[src/rtl/vde_pkg.sv]
// Package for the vector distance engine: widths, metric codes, limits.
// No dependencies; used by vde_isqrt, vde_div and the engine top level.
package vde_pkg;

  localparam int COORD_W  = 16;
  localparam int SUM_W    = 48;
  localparam int ROOT_W   = SUM_W / 2;
  localparam int FRAC_W   = 12;
  localparam int DVD_W    = SUM_W + FRAC_W;
  localparam int MUL_W    = ROOT_W + 1;
  localparam int PROD_W   = 2 * MUL_W;
  localparam int DIST_W   = 32;
  localparam int MAX_DIM  = 4096;
  localparam int CNT_W    = $clog2(MAX_DIM + 1);
  localparam int SQ_CNT_W = $clog2(ROOT_W);
  localparam int DV_CNT_W = $clog2(DVD_W);

  localparam logic [1:0] METRIC_L2  = 2'd0;
  localparam logic [1:0] METRIC_COS = 2'd1;
  localparam logic [1:0] METRIC_MAN = 2'd2;
  localparam logic [1:0] METRIC_NONE = 2'd3;

  localparam logic [DIST_W-1:0] ONE_Q12 = DIST_W'(1) << FRAC_W;
  localparam logic [DIST_W-1:0] TWO_Q12 = DIST_W'(2) << FRAC_W;

  // Start request to an iterative unit
  typedef struct packed {
    logic             start;
    logic [DVD_W-1:0] operand;
  } unit_req_t;

endpackage

[src/rtl/vde_isqrt.sv]
// Iterative integer square root, two radicand bits per cycle, floor result.
// Depends on vde_pkg.
module vde_isqrt (
  input  logic                          clk,
  input  logic                          rst_n,
  input  logic                          start,
  input  logic [vde_pkg::SUM_W-1:0]     radicand,
  output logic                          done,
  output logic [vde_pkg::ROOT_W-1:0]    root
);

  logic                          busy_r, busy_nxt;
  logic                          done_r, done_nxt;
  logic [vde_pkg::SQ_CNT_W-1:0]  step_r, step_nxt;
  logic [vde_pkg::SUM_W-1:0]     x_r, x_nxt;
  logic [vde_pkg::ROOT_W+1:0]    rem_r, rem_nxt;
  logic [vde_pkg::ROOT_W-1:0]    root_r, root_nxt;
  logic [vde_pkg::ROOT_W+3:0]    rem_t;
  logic [vde_pkg::ROOT_W+3:0]    trial;

  assign rem_t = {rem_r, x_r[vde_pkg::SUM_W-1 -: 2]};
  assign trial = {2'b00, root_r, 2'b01};

  // One digit of the root per cycle
  always_comb begin
    busy_nxt = busy_r;
    done_nxt = 1'b0;
    step_nxt = step_r;
    x_nxt    = x_r;
    rem_nxt  = rem_r;
    root_nxt = root_r;
    if (start) begin
      busy_nxt = 1'b1;
      step_nxt = '0;
      x_nxt    = radicand;
      rem_nxt  = '0;
      root_nxt = '0;
    end else if (busy_r) begin
      x_nxt = x_r << 2;
      if (rem_t >= trial) begin
        rem_nxt  = (vde_pkg::ROOT_W+2)'(rem_t - trial);
        root_nxt = {root_r[vde_pkg::ROOT_W-2:0], 1'b1};
      end else begin
        rem_nxt  = rem_t[vde_pkg::ROOT_W+1:0];
        root_nxt = {root_r[vde_pkg::ROOT_W-2:0], 1'b0};
      end
      step_nxt = step_r + 1'b1;
      if (step_r == vde_pkg::SQ_CNT_W'(vde_pkg::ROOT_W - 1)) begin
        busy_nxt = 1'b0;
        done_nxt = 1'b1;
      end
    end
  end

  always_ff @(posedge clk) begin
    if (!rst_n) begin
      busy_r <= 1'b0;
      done_r <= 1'b0;
    end else begin
      busy_r <= busy_nxt;
      done_r <= done_nxt;
    end
    step_r <= step_nxt;
    x_r    <= x_nxt;
    rem_r  <= rem_nxt;
    root_r <= root_nxt;
  end

  assign done = done_r;
  assign root = root_r;

endmodule

[src/rtl/vde_div.sv]
// Iterative restoring divider, one quotient bit per cycle, truncating.
// Depends on vde_pkg.
module vde_div (
  input  logic                        clk,
  input  logic                        rst_n,
  input  vde_pkg::unit_req_t          req,
  input  logic [vde_pkg::SUM_W-1:0]   divisor,
  output logic                        done,
  output logic [vde_pkg::DVD_W-1:0]   quotient
);

  logic                          busy_r, busy_nxt;
  logic                          done_r, done_nxt;
  logic [vde_pkg::DV_CNT_W-1:0]  step_r, step_nxt;
  logic [vde_pkg::DVD_W-1:0]     dvd_r, dvd_nxt;
  logic [vde_pkg::SUM_W-1:0]     dvs_r, dvs_nxt;
  logic [vde_pkg::SUM_W-1:0]     rem_r, rem_nxt;
  logic [vde_pkg::DVD_W-1:0]     quo_r, quo_nxt;
  logic [vde_pkg::SUM_W:0]       rem_t;

  assign rem_t = {rem_r, dvd_r[vde_pkg::DVD_W-1]};

  // Shift in one dividend bit, subtract when it fits
  always_comb begin
    busy_nxt = busy_r;
    done_nxt = 1'b0;
    step_nxt = step_r;
    dvd_nxt  = dvd_r;
    dvs_nxt  = dvs_r;
    rem_nxt  = rem_r;
    quo_nxt  = quo_r;
    if (req.start) begin
      busy_nxt = 1'b1;
      step_nxt = '0;
      dvd_nxt  = req.operand;
      dvs_nxt  = divisor;
      rem_nxt  = '0;
      quo_nxt  = '0;
    end else if (busy_r) begin
      dvd_nxt = dvd_r << 1;
      if (rem_t >= {1'b0, dvs_r}) begin
        rem_nxt = vde_pkg::SUM_W'(rem_t - {1'b0, dvs_r});
        quo_nxt = {quo_r[vde_pkg::DVD_W-2:0], 1'b1};
      end else begin
        rem_nxt = rem_t[vde_pkg::SUM_W-1:0];
        quo_nxt = {quo_r[vde_pkg::DVD_W-2:0], 1'b0};
      end
      step_nxt = step_r + 1'b1;
      if (step_r == vde_pkg::DV_CNT_W'(vde_pkg::DVD_W - 1)) begin
        busy_nxt = 1'b0;
        done_nxt = 1'b1;
      end
    end
  end

  always_ff @(posedge clk) begin
    if (!rst_n) begin
      busy_r <= 1'b0;
      done_r <= 1'b0;
    end else begin
      busy_r <= busy_nxt;
      done_r <= done_nxt;
    end
    step_r <= step_nxt;
    dvd_r  <= dvd_nxt;
    dvs_r  <= dvs_nxt;
    rem_r  <= rem_nxt;
    quo_r  <= quo_nxt;
  end

  assign done     = done_r;
  assign quotient = quo_r;

endmodule

[src/rtl/vector_distance_engine.sv]
// Vector distance engine top: sequencer, shared multiplier, running sums.
// Depends on vde_pkg, vde_isqrt and vde_div.
//
//  channel | ports                        | beat contents
//  --------+------------------------------+-----------------------------------
//  input   | in_tvalid/in_tready          | coord_a, coord_b in tdata; tlast
//  result  | out_tvalid/out_tready        | distance in tdata; zero_norm tuser
//  config  | cfg_wr_en/cfg_wr_data        | metric
//
// Each pair steps ST_MUL_AA, ST_MUL_BB, ST_MUL_T, ST_ACC_T: one shared 25x25
// multiplier forms a*a, b*b, then (a-b)^2 for L2 or a*b (Manhattan adds |a-b|);
// pairs past MAX_DIM drop. A last pair adds: L2 a root (one root digit a cycle),
// cosine two roots and a divide, Manhattan, zero norm and unused metric ST_FIN.
// rst_n is synchronous and clears the sums and metric. A result waits in the
// output register while new pairs are taken; stall only when the next is ready.
module vector_distance_engine (
  input  logic        clk,
  input  logic        rst_n,
  input  logic        in_tvalid,
  output logic        in_tready,
  input  logic [31:0] in_tdata,    // [15:0] coord_a, [31:16] coord_b
  input  logic        in_tlast,    // last
  output logic        out_tvalid,
  input  logic        out_tready,
  output logic [31:0] out_tdata,   // [31:0] distance
  output logic        out_tuser,   // [0] zero_norm
  input  logic        cfg_wr_en,
  input  logic [1:0]  cfg_wr_data  // metric
);

  localparam logic [3:0] ST_IDLE   = 4'd0;
  localparam logic [3:0] ST_MUL_AA = 4'd1;
  localparam logic [3:0] ST_MUL_BB = 4'd2;
  localparam logic [3:0] ST_MUL_T  = 4'd3;
  localparam logic [3:0] ST_ACC_T  = 4'd4;
  localparam logic [3:0] ST_FIN    = 4'd5;
  localparam logic [3:0] ST_SQ_L2  = 4'd6;
  localparam logic [3:0] ST_SQ_A   = 4'd7;
  localparam logic [3:0] ST_SQ_B   = 4'd8;
  localparam logic [3:0] ST_DIV    = 4'd9;
  localparam logic [3:0] ST_DIV_W  = 4'd10;
  localparam logic [3:0] ST_OUT    = 4'd11;

  localparam int CW = vde_pkg::COORD_W;
  localparam int SW = vde_pkg::SUM_W;
  localparam int RW = vde_pkg::ROOT_W;
  localparam int MW = vde_pkg::MUL_W;
  localparam int DW = vde_pkg::DIST_W;

  logic [3:0]                 state_r, state_nxt;
  logic [1:0]                 metric_r;
  logic signed [CW-1:0]       a_r, b_r;
  logic                       last_r;
  logic [SW-1:0]              main_r, main_nxt;
  logic [SW-1:0]              na_r, na_nxt;
  logic [SW-1:0]              nb_r, nb_nxt;
  logic [vde_pkg::CNT_W-1:0]  cnt_r, cnt_nxt;
  logic signed [2*MW-1:0]     prod_r;
  logic signed [MW-1:0]       mul_x, mul_y;
  logic [RW-1:0]              root_a_r, root_a_nxt;
  logic [DW-1:0]              dist_r, dist_nxt;
  logic                       zn_r, zn_nxt;
  logic                       out_valid_r, out_valid_nxt;
  logic [DW-1:0]              out_data_r;
  logic                       out_user_r;
  logic                       load_out;
  logic                       in_beat;
  logic signed [CW:0]         diff;
  logic [CW:0]                diff_abs;
  logic [SW-1:0]              prod_lo;
  logic [SW-1:0]              dot_mag;
  logic                       sq_start;
  logic [SW-1:0]              sq_in;
  logic                       sq_done;
  logic [RW-1:0]              sq_root;
  vde_pkg::unit_req_t         div_req;
  logic                       div_done;
  logic [vde_pkg::DVD_W-1:0]  div_q;
  logic                       q_big;
  logic [DW-1:0]              q_low;

  assign in_tready = (state_r == ST_IDLE);
  assign in_beat   = in_tvalid && in_tready;
  assign diff      = {a_r[CW-1], a_r} - {b_r[CW-1], b_r};
  assign diff_abs  = diff[CW] ? (CW+1)'(-diff) : diff;
  assign prod_lo   = prod_r[SW-1:0];
  assign dot_mag   = main_r[SW-1] ? SW'(-main_r) : main_r;
  assign q_big     = (div_q >= vde_pkg::DVD_W'(vde_pkg::ONE_Q12));
  assign q_low     = DW'(div_q[vde_pkg::FRAC_W:0]);
  assign load_out  = (state_r == ST_OUT) && (!out_valid_r || out_tready);

  vde_isqrt u_isqrt (
    .clk      (clk),
    .rst_n    (rst_n),
    .start    (sq_start),
    .radicand (sq_in),
    .done     (sq_done),
    .root     (sq_root)
  );

  vde_div u_div (
    .clk      (clk),
    .rst_n    (rst_n),
    .req      (div_req),
    .divisor  (prod_lo),
    .done     (div_done),
    .quotient (div_q)
  );

  // Pick operands of the shared multiplier by step
  always_comb begin
    mul_x = MW'(a_r);
    mul_y = MW'(a_r);
    unique case (state_r)
      ST_MUL_BB: begin
        mul_x = MW'(b_r);
        mul_y = MW'(b_r);
      end
      ST_MUL_T: begin
        if (metric_r == vde_pkg::METRIC_L2) begin
          mul_x = MW'(diff);
          mul_y = MW'(diff);
        end else begin
          mul_x = MW'(a_r);
          mul_y = MW'(b_r);
        end
      end
      ST_SQ_B: begin
        mul_x = {1'b0, root_a_r};
        mul_y = {1'b0, sq_root};
      end
      default: begin
        mul_x = MW'(a_r);
        mul_y = MW'(a_r);
      end
    endcase
  end

  // Sequencer
  always_comb begin
    state_nxt     = state_r;
    main_nxt      = main_r;
    na_nxt        = na_r;
    nb_nxt        = nb_r;
    cnt_nxt       = cnt_r;
    root_a_nxt    = root_a_r;
    dist_nxt      = dist_r;
    zn_nxt        = zn_r;
    sq_start      = 1'b0;
    sq_in         = main_r;
    div_req.start   = 1'b0;
    div_req.operand = {dot_mag, {vde_pkg::FRAC_W{1'b0}}};
    unique case (state_r)
      ST_IDLE: begin
        if (in_beat) begin
          if (cnt_r < vde_pkg::CNT_W'(vde_pkg::MAX_DIM)) begin
            state_nxt = ST_MUL_AA;
          end else if (in_tlast) begin
            state_nxt = ST_FIN;
          end
        end
      end
      ST_MUL_AA: state_nxt = ST_MUL_BB;
      ST_MUL_BB: begin
        na_nxt    = na_r + prod_lo;
        state_nxt = ST_MUL_T;
      end
      ST_MUL_T: begin
        nb_nxt    = nb_r + prod_lo;
        state_nxt = ST_ACC_T;
      end
      ST_ACC_T: begin
        case (metric_r) inside
          vde_pkg::METRIC_L2, vde_pkg::METRIC_COS: main_nxt = main_r + prod_lo;
          vde_pkg::METRIC_MAN: main_nxt = main_r + SW'(diff_abs);
          default: main_nxt = main_r;
        endcase
        cnt_nxt   = cnt_r + 1'b1;
        state_nxt = last_r ? ST_FIN : ST_IDLE;
      end
      ST_FIN: begin
        dist_nxt = '0;
        zn_nxt   = 1'b0;
        case (metric_r)
          vde_pkg::METRIC_L2: begin
            sq_start  = 1'b1;
            sq_in     = main_r;
            state_nxt = ST_SQ_L2;
          end
          vde_pkg::METRIC_COS: begin
            if (na_r == '0 || nb_r == '0) begin
              zn_nxt    = 1'b1;
              state_nxt = ST_OUT;
            end else begin
              sq_start  = 1'b1;
              sq_in     = na_r;
              state_nxt = ST_SQ_A;
            end
          end
          vde_pkg::METRIC_MAN: begin
            dist_nxt  = (main_r[SW-1:DW] != '0) ? '1 : main_r[DW-1:0];
            state_nxt = ST_OUT;
          end
          default: state_nxt = ST_OUT;
        endcase
      end
      ST_SQ_L2: begin
        if (sq_done) begin
          dist_nxt  = DW'(sq_root);
          state_nxt = ST_OUT;
        end
      end
      ST_SQ_A: begin
        if (sq_done) begin
          root_a_nxt = sq_root;
          sq_start   = 1'b1;
          sq_in      = nb_r;
          state_nxt  = ST_SQ_B;
        end
      end
      ST_SQ_B: begin
        if (sq_done) state_nxt = ST_DIV;
      end
      ST_DIV: begin
        div_req.start = 1'b1;
        state_nxt     = ST_DIV_W;
      end
      ST_DIV_W: begin
        if (div_done) begin
          if (main_r[SW-1]) begin
            dist_nxt = q_big ? vde_pkg::TWO_Q12 : vde_pkg::ONE_Q12 + q_low;
          end else begin
            dist_nxt = q_big ? '0 : vde_pkg::ONE_Q12 - q_low;
          end
          state_nxt = ST_OUT;
        end
      end
      ST_OUT: begin
        if (load_out) begin
          main_nxt  = '0;
          na_nxt    = '0;
          nb_nxt    = '0;
          cnt_nxt   = '0;
          state_nxt = ST_IDLE;
        end
      end
      default: state_nxt = ST_IDLE;
    endcase
  end

  // Output register: hold until taken
  always_comb begin
    out_valid_nxt = out_valid_r;
    if (out_valid_r && out_tready) out_valid_nxt = 1'b0;
    if (load_out) out_valid_nxt = 1'b1;
  end

  always_ff @(posedge clk) begin
    if (!rst_n) begin
      state_r     <= ST_IDLE;
      metric_r    <= vde_pkg::METRIC_L2;
      main_r      <= '0;
      na_r        <= '0;
      nb_r        <= '0;
      cnt_r       <= '0;
      out_valid_r <= 1'b0;
    end else begin
      state_r     <= state_nxt;
      main_r      <= main_nxt;
      na_r        <= na_nxt;
      nb_r        <= nb_nxt;
      cnt_r       <= cnt_nxt;
      out_valid_r <= out_valid_nxt;
      if (cfg_wr_en) metric_r <= cfg_wr_data;
    end
    if (in_beat) begin
      a_r    <= in_tdata[CW-1:0];
      b_r    <= in_tdata[2*CW-1:CW];
      last_r <= in_tlast;
    end
    prod_r   <= mul_x * mul_y;
    root_a_r <= root_a_nxt;
    dist_r   <= dist_nxt;
    zn_r     <= zn_nxt;
    if (load_out) begin
      out_data_r <= dist_r;
      out_user_r <= zn_r;
    end
  end

  assign out_tvalid = out_valid_r;
  assign out_tdata  = out_data_r;
  assign out_tuser  = out_user_r;

endmodule

[config.mk]
export PLATFORM = sky130hd
export DESIGN_NAME = vector_distance_engine
export DESIGN_NICKNAME = d
export VERILOG_FILES = /design/src/rtl/vde_pkg.sv /design/src/rtl/vde_isqrt.sv /design/src/rtl/vde_div.sv /design/src/rtl/vector_distance_engine.sv
export SDC_FILE = /design/constraint.sdc
export NUM_CORES = 2
export LEC_CHECK = 0
export BUFFER_PORTS_ARGS = -buffer_cell sky130_fd_sc_hd__buf_2
export CAP_MARGIN = 20
export CORE_ASPECT_RATIO = 1.5
export CORE_MARGIN = 2
export CORE_UTILIZATION = 60
export CTS_BUF_LIST = sky130_fd_sc_hd__clkbuf_8
export CTS_CLUSTER_DIAMETER = 120
export DETAILED_ROUTE_END_ITERATION = 7
export HOLD_SLACK_MARGIN = 0.1
export PLACE_DENSITY_LB_ADDON = 0.08
export REMOVE_ABC_BUFFERS = 1
export SYNTH_ARGS = -nofsm -noshare
export SYNTH_HDL_FRONTEND = slang
export SYNTH_HIERARCHICAL = 1
export SYNTH_SLANG_ARGS = --single-unit
[constraint.sdc]
create_clock -name clk -period 15.4 [get_ports clk]
set_input_delay 1.54 -clock clk [delete_from_list [all_inputs] [get_ports clk]]
set_output_delay 1.54 -clock clk [all_outputs]
set_load 0.01 [all_outputs]
# Word-level counts from Yosys, hierarchy flattened
# Index checks and enable logic that the tools add are counted.
[op_classes] addsub=14 n_mul=1 n_lt_le_gt_ge=4 eq_ne=23 mux=62 bitwise_logic=3 n_reduce_logical=28
[op_table] cell="48-bit two-way mux" n=10
[op_table] cell="48-bit one-hot mux with 2 select lines" n=4
[op_table] cell="32-bit two-way mux" n=6
[op_table] cell="25-bit one-hot mux with 3 select lines" n=2
[op_table] cell="48-bit adder" n=3
[op_table] cell="60-bit two-way mux" n=2
[op_table] cell="48-bit logical NOT" n=2
[op_table] cell="32-bit one-hot mux with 3 select lines" n=1
[op_table] cell="60-bit by 13-bit >= comparator with 1-bit output, second input constant" n=1
[op_table] cell="25-bit two-way mux" n=2
[op_table] cell="49-bit by 48-bit >= comparator with 1-bit output" n=1
[op_table] cell="48-bit by 17-bit adder with 48-bit output" n=1
[op_table] cell="25-bit by 25-bit multiplier with 48-bit output" n=1
[op_table] cell="48-bit negator" n=1
[op_table] cell="4-bit one-hot mux with 12 select lines" n=1
[op_table] cell="48-bit subtractor" n=1
[op_table] cell="4-bit two-way mux" n=9
[op_table] cell="28-bit by 26-bit >= comparator with 1-bit output" n=1
[op_table] cell="26-bit two-way mux" n=1
[op_table] cell="13-bit one-hot mux with 2 select lines" n=1
[op_table] cell="26-bit subtractor" n=1
[op_table] cell="17-bit two-way mux" n=1
[op_table] cell="17-bit negator" n=1
[op_table] cell="16-bit by 16-bit subtractor with 17-bit output" n=1
[op_table] cell="38 further kinds" n=80
[totals] register_bits=652 out_inout_bits=35 elab_cells=164

# Depth between registers and ports, before layout
[logic_depth] depth_word=7 mapped_depth=42

# Cells and area by module
# The synthesis kept the hierarchy.
[by_module_without_submodules] mod="vector_distance_engine" instances=1 cells_each=5237 area_per_inst_um2=45124.5 seq_area_each_um2=7937.6
[by_module_without_submodules] mod="vde_div" instances=1 cells_each=1092 area_per_inst_um2=11373.4 seq_area_each_um2=5565.3
[by_module_without_submodules] mod="vde_isqrt" instances=1 cells_each=555 area_per_inst_um2=5723.0 seq_area_each_um2=2582.5

# Worst setup path before layout
# No wires, ideal clock.
[synth_path] path_kind="reg-to-reg" start="register a_r[0]" end="register prod_r[47]" setup_time_ns=0.124 arrival_time_ns=9.419 slack_ns=5.857 stages_incl_launch_ff=41 n_path_buf=3 synth_period_minus_slack_ns=9.543 cell_sequence="edfxtp_1 inv_1 ha_1 fa_1 nor2b_1 o31ai_1 a21oi_1 o311a_1 o211ai_1 o211ai_1 nand2_1 o21ai_0 a21oi_2 buf_2 buf_2 a21oi_1 nor2_1 fa_1 [5 not listed] fa_1 fa_1 inv_1 fa_1 inv_1 ha_1 clkbuf_1 a21o_1 a21o_1 a21oi_1 o21ai_0 a31oi_1 a21oi_1 o41a_1 o31a_1 a311oi_1 xnor2_1 xnor2_1"
[synth_via] elab_chain_cells=4
[synth_lines] element="start, declared" line="vector_distance_engine.sv:52" rtl="logic signed [CW-1:0] a_r, b_r;"
[synth_lines] element="start signal, assigned" line="vector_distance_engine.sv:277" rtl="a_r <= in_tdata[CW-1:0];"
[synth_lines] element="16-bit by 16-bit subtractor with 17-bit output" line="vector_distance_engine.sv:84" rtl="assign diff = {a_r[CW-1], a_r} - {b_r[CW-1], b_r};"
[synth_lines] element="25-bit two-way mux" line="vector_distance_engine.sv:120" rtl="if (metric_r == vde_pkg::METRIC_L2) begin"
[synth_lines] element="25-bit one-hot mux with 3 select lines" line="vector_distance_engine.sv:114" rtl="unique case (state_r)"
[synth_lines] element="25-bit by 25-bit multiplier with 48-bit output (*)" line="vector_distance_engine.sv:281" rtl="prod_r <= mul_x * mul_y;"
[synth_lines] element="end signal, assigned" line="vector_distance_engine.sv:281"
[synth_lines] element="end, declared" line="vector_distance_engine.sv:58" rtl="logic signed [2*MW-1:0] prod_r;"
# Mark *: on every way between the ends. The rest lies on a longest branch, timed or not.
# A chain may end at the register's enable or synchronous reset.

# Worst setup path in the final report
# Ends and elaborated chain as after synthesis.

==> key figures <==
Place
  – HPWL after DPL: ~160 mm
  – IO buf count: 74
  – Final Wtd Congestion: 1.02

Floorplan
  – DIE AREA: 106,000 um2
  – Die Span X: 267 um
  – Die Y: 398 um
  – Initial core utilization: 60.6%
  – Core Region: 103,000 um2
  – Rows: 144
  – IO Pins: 75

Global route
  – Grt total ovfl: 0
  – Largest net degree at the start of global routing: 99
  – Vias in the first global route: 52,100
  – All-Layer GR Usage: about two fifths
  – Initial antenna violation count: 6
  – First-pass GRT wire length: ~310 mm

Timing
  – RSZ-0062 raised after global routing: no
  – Final hold viol count: 0
  – Clock period minus worst slack: 11,190 ps
  – Fmax: 89.3 MHz
  – Worst slew pin tran: 1200 ps
  – Slew Viols, Final: 0
  – Final worst-path cycle share: 72.7%
  – Max Clock Skew: between 100 and 150 ps
  – Setup_tns: 0 ps
  – Setup violators final: 0
  – Relative slew slack: around 19%

Logic synthesis
  – Yosys reg bits: 664
  – Seq/Total Area, Yosys: roughly 26%
  – Post-Syn Instances: 6,884
  – Post-synth EDFFs: 279
  – Top FF cell, synth: dfxtp_1
  – Mapped Area: 62,200 um2
  – Post-synth ARST share: 0%
  – Post-synth cell types: 100
  – YS warnings: 6
  – Synthesized area per cell: approximately 9 um2

Route
  – Initial DRC count: 4,678
  – Total number of vias: approximately 51,000
  – Via density: approximately 6.2
  – Routed wire length per instance: 25.3 um
  – Drt first pass iters: 8
  – Drt drc: 22
  – DRT antenna net count: 0
  – Wirelength, routed: 209 mm

CTS
  – H-tree Lvls: 3
  – CTS max path bufs: 3
  – Post-CTS sizing: 0
  – Clk slew on worst S/H paths: about 70 ps
  – Num CTS Buffers: 106
  – Hold-fix buffers at CTS: 0
  – Clk_lat worst skew: 860 ps
  – Root Buffer: clkbuf_8
  – CTS tree: built
  – Sink Count: 664
  – Post-CTS Setup Inserts: 0

Layout
  – Layout area overhead: 6.89%
  – Most frequent cells in the layout: inv_1 (864), nand2_1 (703), nor2_1 (697), fa_1 (645), dfxtp_1 (381)
  – Commonest non-fill, non-tap cell in the layout: inv_1
  – Multi-input gate area: 41,900 um2
  – FF/Latch Area: 16,100 um2
  – Layout cells sized above 1: 8.28%
  – Fillers: around 8,800
  – Nets: 7,926

Setup path
  – Critical path capture point type: flip-flop
  – Crit Path Class: flip-flop to flip-flop
  – Critical path required time: about 16,000 ps
  – Worst path max stage delay: 670 ps
  – Critical-path top delay cell: o41a_1
  – Cell repeated most along the worst path: fa_1
  – CP max FO: 29
  – Crit path DAT: 11,910 ps
  – Setup crit start kind: flip-flop
  – Worst-case reg-to-reg path depth: 39

Outcome
  – Violated checks: design-rule violations
  – Status: complete, but fails checks

Min path
  – Hold depth: 0
  – Hold Crit Class: flip-flop to flip-flop

Job
  – Max-Cap Viols: 0
==> Yosys cell counts, types with 25 or more instances <==
library cell	count	area share (%)
a211oi_1	86	1.0
a21boi_0	29	0.35
a21o_1	140	1.7
a21oi_1	340	2.7
a222oi_1	51	0.82
a22oi_1	41	0.49
a31oi_1	44	0.44
and2_1	64	0.64
and3_1	30	0.30
buf_1	39	0.24
clkbuf_1	258	1.6
dfxtp_1	385	12
edfxtp_1	279	13
fa_1	645	21
ha_1	375	7.5
inv_1	850	5.1
mux2_2	113	2.0
mux2i_1	148	2.4
nand2_1	704	4.2
nand2b_1	54	0.54
nand3_1	104	0.84
nand4_1	49	0.49
nor2_1	702	4.2
nor2b_1	124	1.2
nor3_1	64	0.51
nor4_1	50	0.50
o211ai_1	45	0.54
o21a_1	59	0.71
o21ai_0	285	2.3
o21ai_1	40	0.32
o21bai_1	42	0.51
o31ai_1	27	0.33
or2_2	25	0.25
or3_1	29	0.29
xnor2_1	213	3.0
xor2_1	116	1.6
==> area by class of cell <==
cell class,count,share of cell area (%)
sequential,664,24.2
timing repair buffer,182,1.84
inverter,850,4.80
clock buffer,130,2.69
multi-input combinational,5062,63.0
tap,1314,2.47
clock inverter,72,0.999
antenna,2,0.00753
==> layer usage <==
layer  vias to the layer above  global-route usage [%]  part of all wire, %
met5                         -                       0               0.0081
met4                         2                    36.2                   11
met3                       935                    6.83                  7.0
met2                      2311                    67.7                   48
met1                     25000                    41.5                   34
li1                      23200                       -                    -
==> registers in the layout (all words and copies together), names as in the netlist, 26 cells and up <==
register        count
u_div/dvd_r        60
main_r             48
u_div/dvs_r        48
dist_r             32
na_r               48
u_div/quotient     60
u_div/rem_r        48
nb_r               48
prod_r             48
out_tdata          32
u_isqrt/rem_r      26
u_isqrt/x_r        48
==> path summary, 6_finish.rpt <==
path | from | to | slack, ps
setup / recovery | a_r[0]$_DFFE_PP_ | prod_r[47]$_DFF_P_ | 4210
hold reg to reg | dist_r[11]$_DFFE_PP_ | out_tdata[11]$_DFFE_PP_ | 420
setup reg to reg | a_r[0]$_DFFE_PP_ | prod_r[47]$_DFF_P_ | 4210
hold / removal | dist_r[11]$_DFFE_PP_ | out_tdata[11]$_DFFE_PP_ | 420
==> cell families after synthesis <==
logic type / synth area share (%)
AND/OR/NAND/NOR: 14.9
AO/OA/AOI/OAI: 14.8
buffers and inverters: 7.15
adder cells (fa/ha/maj): 28.3
flip-flops: 25.9
XOR/XNOR: 4.63
multiplexers: 4.43
other: 0.00603
==> worst max-delay path: cells and delay by family (launching register included) <==
kind / cells / cell delay (ps)
compound gates: 15 / 3990
flops: 1 / 450
buf+inv: 7 / 920
simple gates: 5 / 1150
fa+ha+maj: 10 / 4310
xor+xnor: 2 / 260
==> stage by stage <==
stage | hold WS (ps) | utilization, % | cells | instance area [um2] | setup WS (ps)
floorplan | 400 | - | 6576 | 61000 | -3160
global placement | 401 | 62.3 | 8067 | 64000 | 4650
detailed placement | 405 | 62.3 | 8068 | 64000 | 4440
CTS | 419 | 64.7 | 8270 | 66400 | 4470
global route | 425 | 64.8 | 8275 | 66500 | 3620
finish | 419 | 64.8 | 8276 | 66500 | 4210
Power is left out: the tool's default activity adds up to more than one toggle a clock period on the data nets, which glitch-free logic cannot reach.
